## src/rtl/tfpv_pkg.sv

```systemverilog
`default_nettype none
package tfpv_pkg;

    localparam int POS_W      = 32;
    localparam int QUAT_W     = 16;
    localparam int CMD_W      = 20;
    localparam int CFG_IDX_W  = 3;
    localparam int CFG_DATA_W = 32;

    localparam logic MODE_AIM  = 1'b0;
    localparam logic MODE_ODOM = 1'b1;

    localparam logic [CFG_IDX_W-1:0] CFG_GAIN_P   = 3'd0;
    localparam logic [CFG_IDX_W-1:0] CFG_GAIN_D   = 3'd1;
    localparam logic [CFG_IDX_W-1:0] CFG_GAIN_I   = 3'd2;
    localparam logic [CFG_IDX_W-1:0] CFG_CENTER_X = 3'd3;
    localparam logic [CFG_IDX_W-1:0] CFG_CENTER_Y = 3'd4;
    localparam logic [CFG_IDX_W-1:0] CFG_INT_LIM  = 3'd5;
    localparam logic [CFG_IDX_W-1:0] CFG_OUT_LIM  = 3'd6;

    localparam logic [31:0] GAIN_P_RST  = 32'd3355443;
    localparam logic [31:0] GAIN_D_RST  = 32'd8388608;
    localparam logic [31:0] GAIN_I_RST  = 32'd1678;
    localparam logic [30:0] INT_LIM_RST = 31'd32768000;
    localparam logic [18:0] OUT_LIM_RST = 19'd262144;

    localparam logic signed [33:0] COEF_ONE = 34'sd1073741824;

    typedef enum logic [3:0] {
        A_ERR_X, A_ERR_Y, A_CHG_X, A_CHG_Y, A_SUM_X, A_SUM_Y,
        A_QW, A_QX, A_QY, A_QZ,
        A_R00, A_R01, A_R10, A_R11, A_R20, A_R21
    } a_sel_t;

    typedef enum logic [3:0] {
        B_GP_HI, B_GP_LO, B_GD_HI, B_GD_LO, B_GI_HI, B_GI_LO,
        B_QX, B_QY, B_QZ, B_VX, B_VY
    } b_sel_t;

    typedef enum logic [1:0] {G_NONE, G_HI, G_LO} g_op_t;

    typedef enum logic [2:0] {
        V_NONE, V_LOAD_X, V_ADD, V_SUB, V_STX_LDY, V_STORE_Y
    } v_op_t;

    typedef enum logic [2:0] {
        C_NONE, C_LD_T, C_LD_U, C_DIAG, C_PAIR01, C_SUM20, C_DIF21
    } c_op_t;

    typedef enum logic [2:0] {O_NONE, O_LOAD, O_FIN0, O_FIN1, O_FIN2} o_op_t;

    typedef struct packed {
        logic   aim_en;
        logic   quat_en;
        logic   mul_en;
        a_sel_t a_sel;
        b_sel_t b_sel;
        g_op_t  g_op;
        v_op_t  v_op;
        c_op_t  c_op;
        o_op_t  o_op;
    } ctl_t;

    typedef struct packed {
        logic out_free;
    } status_t;

    localparam ctl_t CTL_IDLE = '{
        aim_en:  1'b0,
        quat_en: 1'b0,
        mul_en:  1'b0,
        a_sel:   A_ERR_X,
        b_sel:   B_GP_HI,
        g_op:    G_NONE,
        v_op:    V_NONE,
        c_op:    C_NONE,
        o_op:    O_NONE
    };

endpackage
`default_nettype wire

```

## src/rtl/tfpv_ctrl.sv

```systemverilog
`default_nettype none
module tfpv_ctrl (
    input  wire logic              clk,
    input  wire logic              rst_n,
    input  wire logic              in_valid,
    input  wire logic              in_mode,
    output logic                   in_ready,
    input  wire tfpv_pkg::status_t status,
    output tfpv_pkg::ctl_t         ctl
);

    typedef enum logic {S_IDLE, S_RUN} state_t;

    localparam logic [4:0] LAST_STEP = 5'd27;

    state_t     state_reg;
    state_t     state_next;
    logic [4:0] step_reg;
    logic [4:0] step_next;

    function automatic tfpv_pkg::ctl_t mk(
        input logic             mul,
        input tfpv_pkg::a_sel_t a,
        input tfpv_pkg::b_sel_t b,
        input tfpv_pkg::g_op_t  g,
        input tfpv_pkg::v_op_t  v,
        input tfpv_pkg::c_op_t  c,
        input tfpv_pkg::o_op_t  o
    );
        tfpv_pkg::ctl_t r;
        r        = tfpv_pkg::CTL_IDLE;
        r.mul_en = mul;
        r.a_sel  = a;
        r.b_sel  = b;
        r.g_op   = g;
        r.v_op   = v;
        r.c_op   = c;
        r.o_op   = o;
        return r;
    endfunction

    function automatic tfpv_pkg::ctl_t step_ctl(input logic [4:0] step);
        tfpv_pkg::ctl_t r;
        unique case (step)
            5'd0:  r = mk(1'b1, tfpv_pkg::A_ERR_X, tfpv_pkg::B_GP_HI, tfpv_pkg::G_NONE,
                          tfpv_pkg::V_NONE, tfpv_pkg::C_NONE, tfpv_pkg::O_NONE);
            5'd1:  r = mk(1'b1, tfpv_pkg::A_ERR_X, tfpv_pkg::B_GP_LO, tfpv_pkg::G_HI,
                          tfpv_pkg::V_LOAD_X, tfpv_pkg::C_NONE, tfpv_pkg::O_NONE);
            5'd2:  r = mk(1'b1, tfpv_pkg::A_CHG_X, tfpv_pkg::B_GD_HI, tfpv_pkg::G_LO,
                          tfpv_pkg::V_NONE, tfpv_pkg::C_NONE, tfpv_pkg::O_NONE);
            5'd3:  r = mk(1'b1, tfpv_pkg::A_CHG_X, tfpv_pkg::B_GD_LO, tfpv_pkg::G_HI,
                          tfpv_pkg::V_ADD, tfpv_pkg::C_NONE, tfpv_pkg::O_NONE);
            5'd4:  r = mk(1'b1, tfpv_pkg::A_SUM_X, tfpv_pkg::B_GI_HI, tfpv_pkg::G_LO,
                          tfpv_pkg::V_NONE, tfpv_pkg::C_NONE, tfpv_pkg::O_NONE);
            5'd5:  r = mk(1'b1, tfpv_pkg::A_SUM_X, tfpv_pkg::B_GI_LO, tfpv_pkg::G_HI,
                          tfpv_pkg::V_SUB, tfpv_pkg::C_NONE, tfpv_pkg::O_NONE);
            5'd6:  r = mk(1'b1, tfpv_pkg::A_ERR_Y, tfpv_pkg::B_GP_HI, tfpv_pkg::G_LO,
                          tfpv_pkg::V_NONE, tfpv_pkg::C_NONE, tfpv_pkg::O_NONE);
            5'd7:  r = mk(1'b1, tfpv_pkg::A_ERR_Y, tfpv_pkg::B_GP_LO, tfpv_pkg::G_HI,
                          tfpv_pkg::V_ADD, tfpv_pkg::C_NONE, tfpv_pkg::O_NONE);
            5'd8:  r = mk(1'b1, tfpv_pkg::A_CHG_Y, tfpv_pkg::B_GD_HI, tfpv_pkg::G_LO,
                          tfpv_pkg::V_STX_LDY, tfpv_pkg::C_NONE, tfpv_pkg::O_NONE);
            5'd9:  r = mk(1'b1, tfpv_pkg::A_CHG_Y, tfpv_pkg::B_GD_LO, tfpv_pkg::G_HI,
                          tfpv_pkg::V_ADD, tfpv_pkg::C_NONE, tfpv_pkg::O_NONE);
            5'd10: r = mk(1'b1, tfpv_pkg::A_SUM_Y, tfpv_pkg::B_GI_HI, tfpv_pkg::G_LO,
                          tfpv_pkg::V_NONE, tfpv_pkg::C_NONE, tfpv_pkg::O_NONE);
            5'd11: r = mk(1'b1, tfpv_pkg::A_SUM_Y, tfpv_pkg::B_GI_LO, tfpv_pkg::G_HI,
                          tfpv_pkg::V_SUB, tfpv_pkg::C_NONE, tfpv_pkg::O_NONE);
            5'd12: r = mk(1'b1, tfpv_pkg::A_QY, tfpv_pkg::B_QY, tfpv_pkg::G_LO,
                          tfpv_pkg::V_NONE, tfpv_pkg::C_NONE, tfpv_pkg::O_NONE);
            5'd13: r = mk(1'b1, tfpv_pkg::A_QX, tfpv_pkg::B_QX, tfpv_pkg::G_NONE,
                          tfpv_pkg::V_ADD, tfpv_pkg::C_LD_T, tfpv_pkg::O_NONE);
            5'd14: r = mk(1'b1, tfpv_pkg::A_QZ, tfpv_pkg::B_QZ, tfpv_pkg::G_NONE,
                          tfpv_pkg::V_STORE_Y, tfpv_pkg::C_LD_U, tfpv_pkg::O_NONE);
            5'd15: r = mk(1'b1, tfpv_pkg::A_QX, tfpv_pkg::B_QY, tfpv_pkg::G_NONE,
                          tfpv_pkg::V_NONE, tfpv_pkg::C_DIAG, tfpv_pkg::O_NONE);
            5'd16: r = mk(1'b1, tfpv_pkg::A_QW, tfpv_pkg::B_QZ, tfpv_pkg::G_NONE,
                          tfpv_pkg::V_NONE, tfpv_pkg::C_LD_T, tfpv_pkg::O_NONE);
            5'd17: r = mk(1'b1, tfpv_pkg::A_R00, tfpv_pkg::B_VX, tfpv_pkg::G_NONE,
                          tfpv_pkg::V_NONE, tfpv_pkg::C_PAIR01, tfpv_pkg::O_NONE);
            5'd18: r = mk(1'b1, tfpv_pkg::A_R01, tfpv_pkg::B_VY, tfpv_pkg::G_NONE,
                          tfpv_pkg::V_NONE, tfpv_pkg::C_NONE, tfpv_pkg::O_LOAD);
            5'd19: r = mk(1'b1, tfpv_pkg::A_R10, tfpv_pkg::B_VX, tfpv_pkg::G_NONE,
                          tfpv_pkg::V_NONE, tfpv_pkg::C_NONE, tfpv_pkg::O_FIN0);
            5'd20: r = mk(1'b1, tfpv_pkg::A_R11, tfpv_pkg::B_VY, tfpv_pkg::G_NONE,
                          tfpv_pkg::V_NONE, tfpv_pkg::C_NONE, tfpv_pkg::O_LOAD);
            5'd21: r = mk(1'b1, tfpv_pkg::A_QX, tfpv_pkg::B_QZ, tfpv_pkg::G_NONE,
                          tfpv_pkg::V_NONE, tfpv_pkg::C_NONE, tfpv_pkg::O_FIN1);
            5'd22: r = mk(1'b1, tfpv_pkg::A_QW, tfpv_pkg::B_QY, tfpv_pkg::G_NONE,
                          tfpv_pkg::V_NONE, tfpv_pkg::C_LD_T, tfpv_pkg::O_NONE);
            5'd23: r = mk(1'b1, tfpv_pkg::A_QY, tfpv_pkg::B_QZ, tfpv_pkg::G_NONE,
                          tfpv_pkg::V_NONE, tfpv_pkg::C_SUM20, tfpv_pkg::O_NONE);
            5'd24: r = mk(1'b1, tfpv_pkg::A_QW, tfpv_pkg::B_QX, tfpv_pkg::G_NONE,
                          tfpv_pkg::V_NONE, tfpv_pkg::C_LD_T, tfpv_pkg::O_NONE);
            5'd25: r = mk(1'b1, tfpv_pkg::A_R20, tfpv_pkg::B_VX, tfpv_pkg::G_NONE,
                          tfpv_pkg::V_NONE, tfpv_pkg::C_DIF21, tfpv_pkg::O_NONE);
            5'd26: r = mk(1'b1, tfpv_pkg::A_R21, tfpv_pkg::B_VY, tfpv_pkg::G_NONE,
                          tfpv_pkg::V_NONE, tfpv_pkg::C_NONE, tfpv_pkg::O_LOAD);
            5'd27: r = mk(1'b0, tfpv_pkg::A_R21, tfpv_pkg::B_VY, tfpv_pkg::G_NONE,
                          tfpv_pkg::V_NONE, tfpv_pkg::C_NONE, tfpv_pkg::O_FIN2);
            default: r = tfpv_pkg::CTL_IDLE;
        endcase
        return r;
    endfunction

    always_comb
    begin
        in_ready   = (state_reg == S_IDLE);
        ctl        = tfpv_pkg::CTL_IDLE;
        state_next = state_reg;
        step_next  = step_reg;
        unique case (state_reg)
            S_IDLE:
            begin
                if (in_valid)
                begin
                    ctl.aim_en  = (in_mode == tfpv_pkg::MODE_AIM);
                    ctl.quat_en = (in_mode == tfpv_pkg::MODE_ODOM);
                    if (in_mode == tfpv_pkg::MODE_ODOM)
                    begin
                        state_next = S_RUN;
                        step_next  = '0;
                    end
                end
            end
            S_RUN:
            begin
                if (step_reg != LAST_STEP)
                begin
                    ctl       = step_ctl(step_reg);
                    step_next = step_reg + 5'd1;
                end
                else if (status.out_free)
                begin
                    ctl        = step_ctl(step_reg);
                    state_next = S_IDLE;
                end
            end
        endcase
    end

    always_ff @(posedge clk or negedge rst_n)
    begin
        if (!rst_n)
        begin
            state_reg <= S_IDLE;
            step_reg  <= '0;
        end
        else
        begin
            state_reg <= state_next;
            step_reg  <= step_next;
        end
    end

endmodule
`default_nettype wire

```

## config.mk

```make
export PLATFORM = sky130hd
export DESIGN_NAME = tfpv_ctrl
export DESIGN_NICKNAME = d
export VERILOG_FILES = /design/src/rtl/tfpv_pkg.sv /design/src/rtl/tfpv_ctrl.sv
export SDC_FILE = /design/constraint.sdc
export NUM_CORES = 1
export LEC_CHECK = 0
export BUFFER_PORTS_ARGS = -buffer_cell sky130_fd_sc_hd__buf_2
export CAP_MARGIN = 10
export CELL_PAD_IN_SITES_DETAIL_PLACEMENT = 0
export CELL_PAD_IN_SITES_GLOBAL_PLACEMENT = 2
export CORE_MARGIN = 2
export CORE_UTILIZATION = 27
export DETAILED_ROUTE_END_ITERATION = 8
export HOLD_SLACK_MARGIN = 0.1
export PLACE_DENSITY_LB_ADDON = 0.1
export SYNTH_ARGS = -nofsm -noshare
export SYNTH_HDL_FRONTEND = slang
export SYNTH_SLANG_ARGS = --single-unit
```

## constraint.sdc

```tcl
create_clock -name clk -period 2.3 [get_ports clk]
set_clock_uncertainty 0.2 [all_clocks]
set_input_delay 0.46 -clock clk [delete_from_list [all_inputs] [get_ports clk]]
set_output_delay 0.46 -clock clk [all_outputs]
set_load 0.01 [all_outputs]
```

==> summary.md <==
| Metric | Value |
|---|---|
| Status | `finished, violations left` |
| Failing checks | `negative setup slack` |
| Routed length per instance | `15.23 um` |
| Grt total ovfl | `0` |
| Max rail drop VDD | `0.0007002 V` |
| CTS tree | `done` |
| Worst min-delay path category | `in -> async` |
| Root buffer cell | `clkbuf_8` |
| Die ar. | `4526 um2` |
| H-tree Lvls | `1` |
| Asr flop ratio synth | `1.000` |
| Most used DFF post-synth | `dfrtp_1` |
| CP required | `1.64 ns` |
| Initial core utilization | `0.2888` |
| Port Buf Inserts | `27` |
| Final Setup Violations | `9` |
| Cell taking the most area after synthesis | `dfrtp_1` |
| Worst reg2reg path startpoint | `step_reg[0]` |
| DR iter-0 viols | `61` |
| Metal2 WL | `1755 um` |
| DR top layer | `met4` |
| Core footprint | `3744 um2` |
| Number of global-route vias before repair | `1163` |
| Seq. cell area | `151.4 um2` |
| Pin count of the biggest net entering global routing | `27` |
| Die span in y | `67.28 um` |
| Pins Over Slew Limit | `0` |
| Synth top area share | `0.1389` |
| Avg Inst Size Synth | `7.949 um2` |
| Register area share after synthesis | `0.1389` |
| Total Wirelength | `3473 um` |
| Netlist cell types | `49` |
| Total track usage | `0.1598` |
| Leakage power | `0.0007311 uW` |
| Leading cell types by total area after synthesis | `dfrtp_1 (14%), ha_1 (10%), a21oi_1 (5.1%)` |
| Ys Warns | `0` |
| Clk_lat worst skew | `0.22 ns` |
| GP Congestion | `0.7702` |
| FF-to-FF setup slack | `0.30 ns` |
| CTS Buf Count | `3` |
| Via-to-Cell Ratio | `5.180` |
| Drc violations | `0` |
| Post-Syn Area | `1081 um2` |
| Worst slew margin | `0.7334` |
| Critical Path Sink Type | `output port` |
| Max FFs per register | `5` |
| Clock slew seen by the registers of the worst setup and hold paths | `0.04 ns` |
| Cell row count | `22` |
| Total negative slack | `-0.3644 ns` |
| Placed wire-length estimate | `2405 um` |
| Post-placement cell count | `212` |
| Power density over cell area | `1799 nW/um2` |
| Total of max-cap violations | `0` |
| RSZ-0062 raised after global routing | `yes` |
| First-pass DRT Iterations | `4` |
| Multi-input logic area | `917.1 um2` |
| Mapped Nets | `150` |
| DRT met1 WL | `1530 um` |
| ANT cells | `0` |
| CP Launch Type | `flip-flop` |
| Tmin final | `2.388 ns` |
| Mapped Cells | `136` |
| CP max FO | `6` |
| CP arrival | `1.73 ns` |
| Initial antenna violation count | `0` |
| # clock sinks | `6` |
| Final worst slack | `-0.08799 ns` |
| Layout cell share with drive strength beyond 1 | `0.5111` |
| Final #Nets | `196` |
| Max clock buf depth | `2` |
| Non-filler cells, final | `228` |
| Area Growth Syn to Fin | `49.31%` |
| RR Endpoint | `step_reg[0]` |
| Final hold violations | `0` |
| Post-synth EDFFs | `0` |
| Worst slew pin tran | `0.3999 ns` |
| # IOs | `28` |
| Vias | `1181` |
| Die extent in x | `67.28 um` |
| Final period utilization | `1.038` |
| Max frequency | `418.8 MHz` |
| R2R cell count | `7` |
| Fill cell count | `402` |
| Crit Path Category | `reg -> out` |
| Remaining antenna violation count after routing | `0` |
| DR WL met3 | `163 um` |
| First-pass GRT wire length | `5499 um` |
| Flops & latches, synth | `6` |
-- cell families (layout without fill, tap and decap cells) --
family	Yosys count	after routing	share of synthesized area
adders and majority gates	9	9	0.1042
DFF	6	6	0.1389
AOI/OAI and AO/OA	41	41	0.2685
buffers and inverters	23	67	0.1377
muxes	7	7	0.07060
xor gates and xnor gates	3	3	0.02431
and+or+nand+nor	47	47	0.2558
-- final cells by class --
cell class,instances,area share
sequential,6,0.09380
tap,48,0.03721
timing repair buffer,56,0.2558
clock buffer,3,0.02558
multi-input combinational,107,0.5682
inverter,8,0.01938
-- how the worst max path moves through the flow --
stage | start | endpoint | slack (ns) | cells after the start
5_1_grt | step_reg[0] | ctl[5] | -0.16 | 8
4_1_cts | step_reg[1] | ctl[11] | -0.06 | 7
3_3_place_gp | step_reg[0] | ctl[18] | 0.06 | 7
6_report | step_reg[0] | ctl[11] | -0.09 | 7
3_5_place_dp | step_reg[0] | ctl[4] | 0.04 | 6
2_1_floorplan | step_reg[0] | ctl[16] | 0.004 | 6
-- critical path: stages, from the launching register on --
cell,delay (ns)
dfrtp_1,0.39
buf_6,0.13
ha_4,0.15
nand4b_1,0.16
o21ai_4,0.10
buf_12,0.17
a311oi_2,0.24
buf_2,0.17
-- synthesized netlist by cell type, types with 2 or more instances --
library cell / instances
nor2b_1: 2
o31ai_1: 2
ha_1: 9
mux2i_1: 5
a21oi_1: 11
buf_6: 4
buf_2: 5
nor2_1: 10
o211ai_1: 3
nor2_2: 2
nand4_1: 3
dfrtp_1: 6
nand3_1: 5
and3b_1: 5
nand2_1: 3
a211oi_1: 7
nor3_1: 4
xnor2_1: 2
nor3b_1: 4
a31oi_1: 2
inv_1: 6
o21ai_0: 6
buf_4: 4
-- report_power, final --
part / internal (uW) / total (uW) / switching (uW)
registers: 164 / 248 / 84.2
logic: 1200 / 2500 / 1300
clock network: 112 / 157 / 44.8
total: 1480 / 2900 / 1430
-- stage by stage --
step	hold slack (ns)	total power (uW)	setup slack [ns]	util	area [um2]
after floorplan	-0.03559	1663	0.004061	-	1084
after global placement	0.09297	2265	0.06200	0.3446	1290
after detailed placement	0.09112	2259	0.03621	0.3446	1290
after CTS	0.3824	2778	-0.06373	0.4111	1539
after global routing	0.3968	3141	-0.1574	0.4312	1614
final	0.3806	2904	-0.08799	0.4312	1614
-- timing repair --
| action | in CTS | in global routing |
|---|---|---|
| endpoints found under the setup margin | 18 | 18 |
| pin swaps | 9 | 6 |
| hold buffers | 1 | 0 |
| hold endpoints to repair | 6 | 0 |
| setup buffers | 9 | 2 |
| cloned | 0 | 1 |
| resized for setup | 24 | 11 |
-- cell usage in the layout (no fill, tap or decap), types with 4 or more instances in the layout --
| cell type | instances |
|---|---|
| buf_2 | 27 |
| buf_4 | 21 |
| a21oi_1 | 7 |
| nor2_1 | 7 |
| a211oi_1 | 7 |
| o21ai_0 | 5 |
| nor2_2 | 5 |
| nand3_1 | 5 |
| and3b_1 | 5 |
| ha_4 | 5 |
| dfrtp_1 | 5 |
| inv_1 | 4 |
| a21oi_2 | 4 |
| mux2i_1 | 4 |
| buf_6 | 4 |
-- per-layer routing --
metal,vias to the layer above,GRT usage
li1,593,-
met1,556,0.2024
met2,29,0.2797
met3,3,0.02333
met4,0,0.04592
met5,-,0
Note: power is estimated with default switching activity, not from simulation.
