$ cat src/rtl/tfpv_pkg.sv
`default_nettype none
package tfpv_pkg;

    localparam int POS_W      = 32;
    localparam int QUAT_W     = 16;
    localparam int CMD_W      = 20;
    localparam int CFG_IDX_W  = 3;
    localparam int CFG_DATA_W = 32;

    localparam logic MODE_AIM  = 1'b0;
    localparam logic MODE_ODOM = 1'b1;

    localparam logic [CFG_IDX_W-1:0] CFG_GAIN_P   = 3'd0;
    localparam logic [CFG_IDX_W-1:0] CFG_GAIN_D   = 3'd1;
    localparam logic [CFG_IDX_W-1:0] CFG_GAIN_I   = 3'd2;
    localparam logic [CFG_IDX_W-1:0] CFG_CENTER_X = 3'd3;
    localparam logic [CFG_IDX_W-1:0] CFG_CENTER_Y = 3'd4;
    localparam logic [CFG_IDX_W-1:0] CFG_INT_LIM  = 3'd5;
    localparam logic [CFG_IDX_W-1:0] CFG_OUT_LIM  = 3'd6;

    localparam logic [31:0] GAIN_P_RST  = 32'd3355443;
    localparam logic [31:0] GAIN_D_RST  = 32'd8388608;
    localparam logic [31:0] GAIN_I_RST  = 32'd1678;
    localparam logic [30:0] INT_LIM_RST = 31'd32768000;
    localparam logic [18:0] OUT_LIM_RST = 19'd262144;

    localparam logic signed [33:0] COEF_ONE = 34'sd1073741824;

    typedef enum logic [3:0] {
        A_ERR_X, A_ERR_Y, A_CHG_X, A_CHG_Y, A_SUM_X, A_SUM_Y,
        A_QW, A_QX, A_QY, A_QZ,
        A_R00, A_R01, A_R10, A_R11, A_R20, A_R21
    } a_sel_t;

    typedef enum logic [3:0] {
        B_GP_HI, B_GP_LO, B_GD_HI, B_GD_LO, B_GI_HI, B_GI_LO,
        B_QX, B_QY, B_QZ, B_VX, B_VY
    } b_sel_t;

    typedef enum logic [1:0] {G_NONE, G_HI, G_LO} g_op_t;

    typedef enum logic [2:0] {
        V_NONE, V_LOAD_X, V_ADD, V_SUB, V_STX_LDY, V_STORE_Y
    } v_op_t;

    typedef enum logic [2:0] {
        C_NONE, C_LD_T, C_LD_U, C_DIAG, C_PAIR01, C_SUM20, C_DIF21
    } c_op_t;

    typedef enum logic [2:0] {O_NONE, O_LOAD, O_FIN0, O_FIN1, O_FIN2} o_op_t;

    typedef struct packed {
        logic   aim_en;
        logic   quat_en;
        logic   mul_en;
        a_sel_t a_sel;
        b_sel_t b_sel;
        g_op_t  g_op;
        v_op_t  v_op;
        c_op_t  c_op;
        o_op_t  o_op;
    } ctl_t;

    typedef struct packed {
        logic out_free;
    } status_t;

    localparam ctl_t CTL_IDLE = '{
        aim_en:  1'b0,
        quat_en: 1'b0,
        mul_en:  1'b0,
        a_sel:   A_ERR_X,
        b_sel:   B_GP_HI,
        g_op:    G_NONE,
        v_op:    V_NONE,
        c_op:    C_NONE,
        o_op:    O_NONE
    };

endpackage
`default_nettype wire

$ cat src/rtl/tfpv_datapath.sv
`default_nettype none
module tfpv_datapath (
    input  wire logic                                 clk,
    input  wire logic                                 rst_n,
    input  wire tfpv_pkg::ctl_t                       ctl,
    output tfpv_pkg::status_t                         status,
    input  wire logic                                 cfg_we,
    input  wire logic [tfpv_pkg::CFG_IDX_W-1:0]       cfg_index,
    input  wire logic [tfpv_pkg::CFG_DATA_W-1:0]      cfg_data,
    input  wire logic signed [tfpv_pkg::POS_W-1:0]    aim_x,
    input  wire logic signed [tfpv_pkg::POS_W-1:0]    aim_y,
    input  wire logic signed [tfpv_pkg::QUAT_W-1:0]   quat_w,
    input  wire logic signed [tfpv_pkg::QUAT_W-1:0]   quat_x,
    input  wire logic signed [tfpv_pkg::QUAT_W-1:0]   quat_y,
    input  wire logic signed [tfpv_pkg::QUAT_W-1:0]   quat_z,
    input  wire logic                                 out_ready,
    output logic                                      out_valid,
    output logic signed [tfpv_pkg::CMD_W-1:0]         cmd_x,
    output logic signed [tfpv_pkg::CMD_W-1:0]         cmd_y,
    output logic signed [tfpv_pkg::CMD_W-1:0]         cmd_z
);

    logic        [31:0] gain_p_reg;
    logic        [31:0] gain_d_reg;
    logic        [31:0] gain_i_reg;
    logic signed [31:0] center_x_reg;
    logic signed [31:0] center_y_reg;
    logic        [30:0] int_lim_reg;
    logic        [18:0] out_lim_reg;

    logic signed [31:0] last_aim_x_reg;
    logic signed [31:0] last_aim_y_reg;
    logic signed [32:0] tvel_x_reg;
    logic signed [32:0] tvel_y_reg;
    logic signed [32:0] err_x_reg;
    logic signed [32:0] err_y_reg;
    logic signed [33:0] chg_x_reg;
    logic signed [33:0] chg_y_reg;
    logic signed [31:0] sum_x_reg;
    logic signed [31:0] sum_y_reg;

    logic signed [15:0] qw_reg;
    logic signed [15:0] qx_reg;
    logic signed [15:0] qy_reg;
    logic signed [15:0] qz_reg;

    logic signed [53:0] p_reg;
    logic signed [67:0] gacc_reg;
    logic signed [45:0] v_reg;
    logic signed [19:0] vx_reg;
    logic signed [19:0] vy_reg;
    logic signed [31:0] t_reg;
    logic signed [31:0] u_reg;
    logic signed [33:0] r00_reg;
    logic signed [33:0] r01_reg;
    logic signed [33:0] r10_reg;
    logic signed [33:0] r11_reg;
    logic signed [33:0] r20_reg;
    logic signed [33:0] r21_reg;
    logic signed [54:0] o_reg;
    logic signed [19:0] res0_reg;
    logic signed [19:0] res1_reg;
    logic signed [19:0] cmd_x_reg;
    logic signed [19:0] cmd_y_reg;
    logic signed [19:0] cmd_z_reg;
    logic               out_valid_reg;

    logic signed [32:0] err_x;
    logic signed [32:0] err_y;
    logic signed [33:0] mul_a;
    logic signed [19:0] mul_b;
    logic signed [53:0] mul_p;
    logic signed [43:0] term;
    logic signed [31:0] pq;
    logic signed [33:0] cs;
    logic signed [33:0] cd;
    logic signed [33:0] us;
    logic signed [54:0] osum;
    logic signed [19:0] ofin;

    function automatic logic signed [31:0] sat_sum(
        input logic signed [31:0] sum,
        input logic signed [32:0] err,
        input logic        [30:0] lim
    );
        logic signed [33:0] s;
        logic signed [33:0] hi;
        s  = 34'(sum) + 34'(err);
        hi = $signed({3'b000, lim});
        if (s > hi)
            s = hi;
        else if (s < -hi)
            s = -hi;
        return s[31:0];
    endfunction

    function automatic logic signed [19:0] sat_vel(
        input logic signed [45:0] v,
        input logic        [18:0] lim
    );
        logic signed [45:0] r;
        logic signed [45:0] hi;
        r  = v;
        hi = $signed({27'd0, lim});
        if (r > hi)
            r = hi;
        else if (r < -hi)
            r = -hi;
        return r[19:0];
    endfunction

    function automatic logic signed [19:0] sat_out(input logic signed [54:0] s);
        logic signed [24:0] q;
        q = s[54:30];
        if (q > 25'sd524287)
            q = 25'sd524287;
        else if (q < -25'sd524288)
            q = -25'sd524288;
        return q[19:0];
    endfunction

    assign err_x = 33'(aim_x) - 33'(center_x_reg);
    assign err_y = 33'(aim_y) - 33'(center_y_reg);

    always_comb
    begin
        unique case (ctl.a_sel)
            tfpv_pkg::A_ERR_X: mul_a = 34'(err_x_reg);
            tfpv_pkg::A_ERR_Y: mul_a = 34'(err_y_reg);
            tfpv_pkg::A_CHG_X: mul_a = chg_x_reg;
            tfpv_pkg::A_CHG_Y: mul_a = chg_y_reg;
            tfpv_pkg::A_SUM_X: mul_a = 34'(sum_x_reg);
            tfpv_pkg::A_SUM_Y: mul_a = 34'(sum_y_reg);
            tfpv_pkg::A_QW:    mul_a = 34'(qw_reg);
            tfpv_pkg::A_QX:    mul_a = 34'(qx_reg);
            tfpv_pkg::A_QY:    mul_a = 34'(qy_reg);
            tfpv_pkg::A_QZ:    mul_a = 34'(qz_reg);
            tfpv_pkg::A_R00:   mul_a = r00_reg;
            tfpv_pkg::A_R01:   mul_a = r01_reg;
            tfpv_pkg::A_R10:   mul_a = r10_reg;
            tfpv_pkg::A_R11:   mul_a = r11_reg;
            tfpv_pkg::A_R20:   mul_a = r20_reg;
            tfpv_pkg::A_R21:   mul_a = r21_reg;
        endcase
    end

    always_comb
    begin
        unique case (ctl.b_sel)
            tfpv_pkg::B_GP_HI: mul_b = $signed({4'b0000, gain_p_reg[31:16]});
            tfpv_pkg::B_GP_LO: mul_b = $signed({4'b0000, gain_p_reg[15:0]});
            tfpv_pkg::B_GD_HI: mul_b = $signed({4'b0000, gain_d_reg[31:16]});
            tfpv_pkg::B_GD_LO: mul_b = $signed({4'b0000, gain_d_reg[15:0]});
            tfpv_pkg::B_GI_HI: mul_b = $signed({4'b0000, gain_i_reg[31:16]});
            tfpv_pkg::B_GI_LO: mul_b = $signed({4'b0000, gain_i_reg[15:0]});
            tfpv_pkg::B_QX:    mul_b = 20'(qx_reg);
            tfpv_pkg::B_QY:    mul_b = 20'(qy_reg);
            tfpv_pkg::B_QZ:    mul_b = 20'(qz_reg);
            tfpv_pkg::B_VX:    mul_b = vx_reg;
            tfpv_pkg::B_VY:    mul_b = vy_reg;
            default:           mul_b = '0;
        endcase
    end

    assign mul_p = 54'(mul_a) * 54'(mul_b);
    assign term  = $signed(gacc_reg[67:24]);
    assign pq    = $signed(p_reg[31:0]);
    assign cs    = 34'(t_reg) + 34'(pq);
    assign cd    = 34'(t_reg) - 34'(pq);
    assign us    = 34'(u_reg) + 34'(pq);
    assign osum  = o_reg + 55'(p_reg);
    assign ofin  = sat_out(osum);

    assign status.out_free = !out_valid_reg || out_ready;
    assign out_valid       = out_valid_reg;
    assign cmd_x           = cmd_x_reg;
    assign cmd_y           = cmd_y_reg;
    assign cmd_z           = cmd_z_reg;

    always_ff @(posedge clk or negedge rst_n)
    begin
        if (!rst_n)
        begin
            gain_p_reg     <= tfpv_pkg::GAIN_P_RST;
            gain_d_reg     <= tfpv_pkg::GAIN_D_RST;
            gain_i_reg     <= tfpv_pkg::GAIN_I_RST;
            center_x_reg   <= '0;
            center_y_reg   <= '0;
            int_lim_reg    <= tfpv_pkg::INT_LIM_RST;
            out_lim_reg    <= tfpv_pkg::OUT_LIM_RST;
            last_aim_x_reg <= '0;
            last_aim_y_reg <= '0;
            tvel_x_reg     <= '0;
            tvel_y_reg     <= '0;
            err_x_reg      <= '0;
            err_y_reg      <= '0;
            chg_x_reg      <= '0;
            chg_y_reg      <= '0;
            sum_x_reg      <= '0;
            sum_y_reg      <= '0;
            out_valid_reg  <= 1'b0;
        end
        else
        begin
            if (cfg_we)
            begin
                unique case (cfg_index)
                    tfpv_pkg::CFG_GAIN_P:   gain_p_reg   <= cfg_data;
                    tfpv_pkg::CFG_GAIN_D:   gain_d_reg   <= cfg_data;
                    tfpv_pkg::CFG_GAIN_I:   gain_i_reg   <= cfg_data;
                    tfpv_pkg::CFG_CENTER_X: center_x_reg <= $signed(cfg_data);
                    tfpv_pkg::CFG_CENTER_Y: center_y_reg <= $signed(cfg_data);
                    tfpv_pkg::CFG_INT_LIM:  int_lim_reg  <= cfg_data[30:0];
                    tfpv_pkg::CFG_OUT_LIM:  out_lim_reg  <= cfg_data[18:0];
                    default: ;
                endcase
            end
            if (ctl.aim_en)
            begin
                last_aim_x_reg <= aim_x;
                last_aim_y_reg <= aim_y;
                tvel_x_reg     <= 33'(aim_x) - 33'(last_aim_x_reg);
                tvel_y_reg     <= 33'(aim_y) - 33'(last_aim_y_reg);
                err_x_reg      <= err_x;
                err_y_reg      <= err_y;
                chg_x_reg      <= 34'(err_x) - 34'(err_x_reg);
                chg_y_reg      <= 34'(err_y) - 34'(err_y_reg);
                sum_x_reg      <= sat_sum(sum_x_reg, err_x, int_lim_reg);
                sum_y_reg      <= sat_sum(sum_y_reg, err_y, int_lim_reg);
            end
            if (ctl.o_op == tfpv_pkg::O_FIN2)
                out_valid_reg <= 1'b1;
            else if (out_ready)
                out_valid_reg <= 1'b0;
        end
    end

    always_ff @(posedge clk)
    begin
        if (ctl.quat_en)
        begin
            qw_reg <= quat_w;
            qx_reg <= quat_x;
            qy_reg <= quat_y;
            qz_reg <= quat_z;
        end

        if (ctl.mul_en)
            p_reg <= mul_p;

        case (ctl.g_op)
            tfpv_pkg::G_HI: gacc_reg <= 68'(p_reg) <<< 16;
            tfpv_pkg::G_LO: gacc_reg <= gacc_reg + 68'(p_reg);
            default: ;
        endcase

        case (ctl.v_op)
            tfpv_pkg::V_LOAD_X: v_reg <= 46'(tvel_x_reg);
            tfpv_pkg::V_ADD:    v_reg <= v_reg + 46'(term);
            tfpv_pkg::V_SUB:    v_reg <= v_reg - 46'(term);
            tfpv_pkg::V_STX_LDY:
            begin
                vx_reg <= sat_vel(v_reg, out_lim_reg);
                v_reg  <= 46'(tvel_y_reg);
            end
            tfpv_pkg::V_STORE_Y: vy_reg <= sat_vel(v_reg, out_lim_reg);
            default: ;
        endcase

        case (ctl.c_op)
            tfpv_pkg::C_LD_T: t_reg <= pq;
            tfpv_pkg::C_LD_U: u_reg <= pq;
            tfpv_pkg::C_DIAG:
            begin
                r00_reg <= tfpv_pkg::COEF_ONE - (cs <<< 1);
                r11_reg <= tfpv_pkg::COEF_ONE - (us <<< 1);
            end
            tfpv_pkg::C_PAIR01:
            begin
                r01_reg <= cs <<< 1;
                r10_reg <= cd <<< 1;
            end
            tfpv_pkg::C_SUM20: r20_reg <= cs <<< 1;
            tfpv_pkg::C_DIF21: r21_reg <= cd <<< 1;
            default: ;
        endcase

        case (ctl.o_op)
            tfpv_pkg::O_LOAD: o_reg    <= 55'(p_reg);
            tfpv_pkg::O_FIN0: res0_reg <= ofin;
            tfpv_pkg::O_FIN1: res1_reg <= ofin;
            tfpv_pkg::O_FIN2:
            begin
                cmd_x_reg <= res0_reg;
                cmd_y_reg <= res1_reg;
                cmd_z_reg <= ofin;
            end
            default: ;
        endcase
    end

endmodule
`default_nettype wire

$ cat config.mk
export PLATFORM = sky130hd
export DESIGN_NAME = tfpv_datapath
export DESIGN_NICKNAME = d
export VERILOG_FILES = /design/src/rtl/tfpv_pkg.sv /design/src/rtl/tfpv_datapath.sv
export SDC_FILE = /design/constraint.sdc
export NUM_CORES = 2
export LEC_CHECK = 0
export BUFFER_PORTS_ARGS = -buffer_cell sky130_fd_sc_hd__buf_4
export CAP_MARGIN = 20
export CELL_PAD_IN_SITES_DETAIL_PLACEMENT = 0
export CELL_PAD_IN_SITES_GLOBAL_PLACEMENT = 1
export CORE_MARGIN = 2
export CORE_UTILIZATION = 35
export CTS_CLUSTER_SIZE = 20
export DETAILED_ROUTE_END_ITERATION = 10
export PLACE_DENSITY = 0.56
export REMOVE_ABC_BUFFERS = 1
export SETUP_SLACK_MARGIN = 0.1
export SLEW_MARGIN = 20
export SYNTH_ARGS = -nofsm -noshare
export SYNTH_HDL_FRONTEND = slang
export SYNTH_SLANG_ARGS = --single-unit
$ cat constraint.sdc
create_clock -name clk -period 9.7 [get_ports clk]
set_clock_uncertainty 0.1 [all_clocks]
set_input_delay 1.455 -clock clk [delete_from_list [all_inputs] [get_ports clk]]
set_output_delay 1.455 -clock clk [all_outputs]
set_load 0.05 [all_outputs]
==> qor.yml <==
route:
  wire_per_inst_um: 26.3
  wl_met3_mm: 23.5
  dr_wl_met2_mm: 191
  wl_met1_mm: 179
  drt-initial-drc-count: 6701
  top_layer_used: "met5"
  via_per_inst: 5.40
  final_antenna_net_count: 0
  vias: 84400
  drc: 75
  first_pass_iters: 9
  wl_mm: 412
worst_setup_path:
  critPathBufInv: 8
  cp-start-kind: "input pin"
  path_depth: 33
  crit_family: "adder cells"
  cpMostUsedCell: "fa_1"
  r2r_start: "qy_reg[12]"
  worstReg2RegEnd: "p_reg[50]"
  rr_worst_depth: 30
  endpoint_kind: "flip-flop"
  cp_slowest_cell: "fa_1"
  startpoint: "ctl[14]"
  crit_path_max_incr_delay_ps: 620
  cp_max_fo: 17
  endpoint: "p_reg[50]"
  r2r_slack_ps: 700
  worstPathArrival_ps: 9810
  path_class: "input pin to flip-flop"
  crit_required_ps: 10170
clock_tree:
  clock-sinks: 1226
  h-tree-depth: 4
  cts_tree: "yes"
  clock_latency_ps: 840
  clockBufferDepth: 4
  cts_made_buffers: 158
  path_clk_slew_ps: 60
  root_buffer: "clkbuf_16"
floorplanning:
  start_util: 0.352
  die_w_um: 547
  die_h_um: 547
  die-area_um2: 300000
  io_pins: 251
  rows: 199
  fp.coreArea_um2: 294000
synth:
  ys_seq_elements: 1226
  synthCells: 10600
  synth_area_um2: 103000
  synth_cell_types: 96
  synthArstFlopShare: 0.440
  yosysWarnings: 0
  synth_edf_count: 687
  postSynthAreaPerCell_um2: 9.76
  ys.flop_type: "edfxtp_1"
  synth-seq-area-share: 0.330
status:
  violations: "DRC"
  status: "finished, violations left"
sta:
  setup-violations-final: 0
  slew_headroom: 0.0893
  finalCritPeriodShare: 0.962
  worst_slew_pin_slew_ps: 1370
  hold_viol_final: 0
  post-route-min-period_ps: 9330
  setup_ws_ps: 367
  tns_ps: 0
  clock.fmax_mhz: 107
  slew_violations: 0
  grt_setup_unrepaired: "yes"
layout:
  nets: 13300
  num-fill-cells: 28800
  area_growth_pct: 19.4
  drive_above_1_share: 0.178
  largest_reg_flops: 68
flow_run:
  drv_cap: 0
placement:
  post-dp-hpwl_mm: 336
  io_buffers: 250
  place.gp.congestion: 0.939
  post-place-ws_ps: -1100
global_routing:
  track_usage: 0.271
  grt_max_degree: 181
  grt.overflow.total: 0
  grt_pass1_wl_mm: 598
  grt_pass1_vias: 86100
  antenna_found_initial: 24
hold_path:
  hold_path_class: "flip-flop to flip-flop"
==> what timing repair did <==
| action | CTS | global route |
|---|---|---|
| gates cloned | 0 | 3 |
| endpoints found under the setup margin | 8 | 46 |
| buffers inserted | 0 | 11 |
| hold buffers | 0 | 0 |
| pin swaps | 0 | 27 |
| gates resized for setup | 10 | 109 |
==> worst register-to-register path: cells and delay by family, from the launching register on <==
kind                     cells  cell delay [ps]
buffers and inverters        6              750
XOR/XNOR                     1              150
AO/OA/AOI/OAI                9             2080
adder cells (fa/ha/maj)      8             3700
flip-flops                   1              630
AND/OR/NAND/NOR              6             1330
==> kinds of logic (layout without fill, tap and decap cells) <==
kind of cell,after synthesis,count (layout),synth area share
and+or+nand+nor,2634,2634,0.121
AOI/OAI and AO/OA,2503,2503,0.158
buffers and inverters,1688,2813,0.0614
adders and majority gates,1539,1539,0.236
DFF,1226,1226,0.330
xor gates and xnor gates,620,620,0.0526
muxes,376,376,0.0406
other,0,14,0
==> Yosys cell counts, types with 20 or more instances <==
cell type,count,area share
inv_1,1285,0.047
nand2_1,864,0.031
ha_1,853,0.10
edfxtp_1,687,0.20
fa_1,686,0.13
nor2_1,638,0.023
a21oi_1,633,0.031
o21ai_0,554,0.027
dfrtp_1,513,0.12
xnor2_1,432,0.037
clkbuf_1,359,0.013
mux2_2,344,0.037
a21o_1,333,0.024
a22oi_1,209,0.015
nand3_1,201,0.0097
nor2b_1,189,0.011
xor2_1,187,0.016
nand2b_1,164,0.0099
nor3_1,141,0.0068
nand4_1,124,0.0075
o21bai_1,85,0.0062
o21a_1,76,0.0055
a31oi_1,62,0.0038
and2_1,61,0.0037
and3_1,60,0.0036
a211oi_1,59,0.0043
a221oi_1,59,0.0050
o311ai_0,48,0.0041
o31ai_1,46,0.0033
a22o_1,42,0.0036
nor4_1,37,0.0022
o211ai_1,33,0.0024
a21boi_0,32,0.0023
mux2i_1,32,0.0031
or3_1,31,0.0019
buf_1,29,0.0011
dfstp_2,26,0.0066
or2_2,26,0.0016
nor3b_1,25,0.0018
o22ai_1,20,0.0012
==> layer usage <==
metal	global-route usage	vias up
met3	0.0347	566
met5	0	-
met2	0.448	2401
met4	0.101	8
met1	0.362	42500
li1	-	38900
==> worst min-delay path by stage <==
| stage | slack (ps) | cells after the start | endpoint | startpoint |
|---|---|---|---|---|
| floorplan | 300 | 0 | cmd_x[0] | res0_reg[0] |
| global placement | 300 | 0 | cmd_y[8] | res1_reg[8] |
| detailed placement | 310 | 0 | cmd_x[7] | res0_reg[7] |
| CTS | 310 | 0 | cmd_y[3] | res1_reg[3] |
| global route | 320 | 0 | cmd_y[4] | res1_reg[4] |
| finish | 320 | 0 | cmd_y[11] | res1_reg[11] |
==> metrics by stage <==
step | instances | hold slack [ps] | area, um2 | utilization
floorplan | 10200 | 300 | 102000 | -
global placement | 15300 | 302 | 118000 | 0.400
detailed placement | 15300 | 305 | 118000 | 0.401
CTS | 15600 | 313 | 123000 | 0.418
global route | 15600 | 322 | 123000 | 0.420
finish | 15600 | 317 | 123000 | 0.420
==> layout make-up <==
class / count / area (um2) / share of cell area
Sequential cell: 1226 / 34200 / 0.277
Inverter: 1290 / 4850 / 0.0393
Timing Repair Buffer: 1245 / 10700 / 0.0866
Tap cell: 3919 / 4900 / 0.0397
Clock buffer: 183 / 4140 / 0.0335
Antenna cell: 14 / 35.0 / 0.000284
Clock inverter: 95 / 955 / 0.00773
Multi-Input combinational cell: 7672 / 63700 / 0.516
==> cell usage in the layout, fill, tap and decap left out, types with 206 or more instances in the layout <==
cell type and count:
a21o_1 332, a21oi_1 605, a22oi_1 206, buf_4 1132, dfrtp_1 513, edfxtp_1 687
fa_1 682, ha_1 851, inv_1 1283, mux2_2 344, nand2_1 861, nor2_1 620
o21ai_0 538, xnor2_1 425
Power is left out: the tool's default activity adds up to more than one toggle a clock period on the data nets, which glitch-free logic cannot reach.
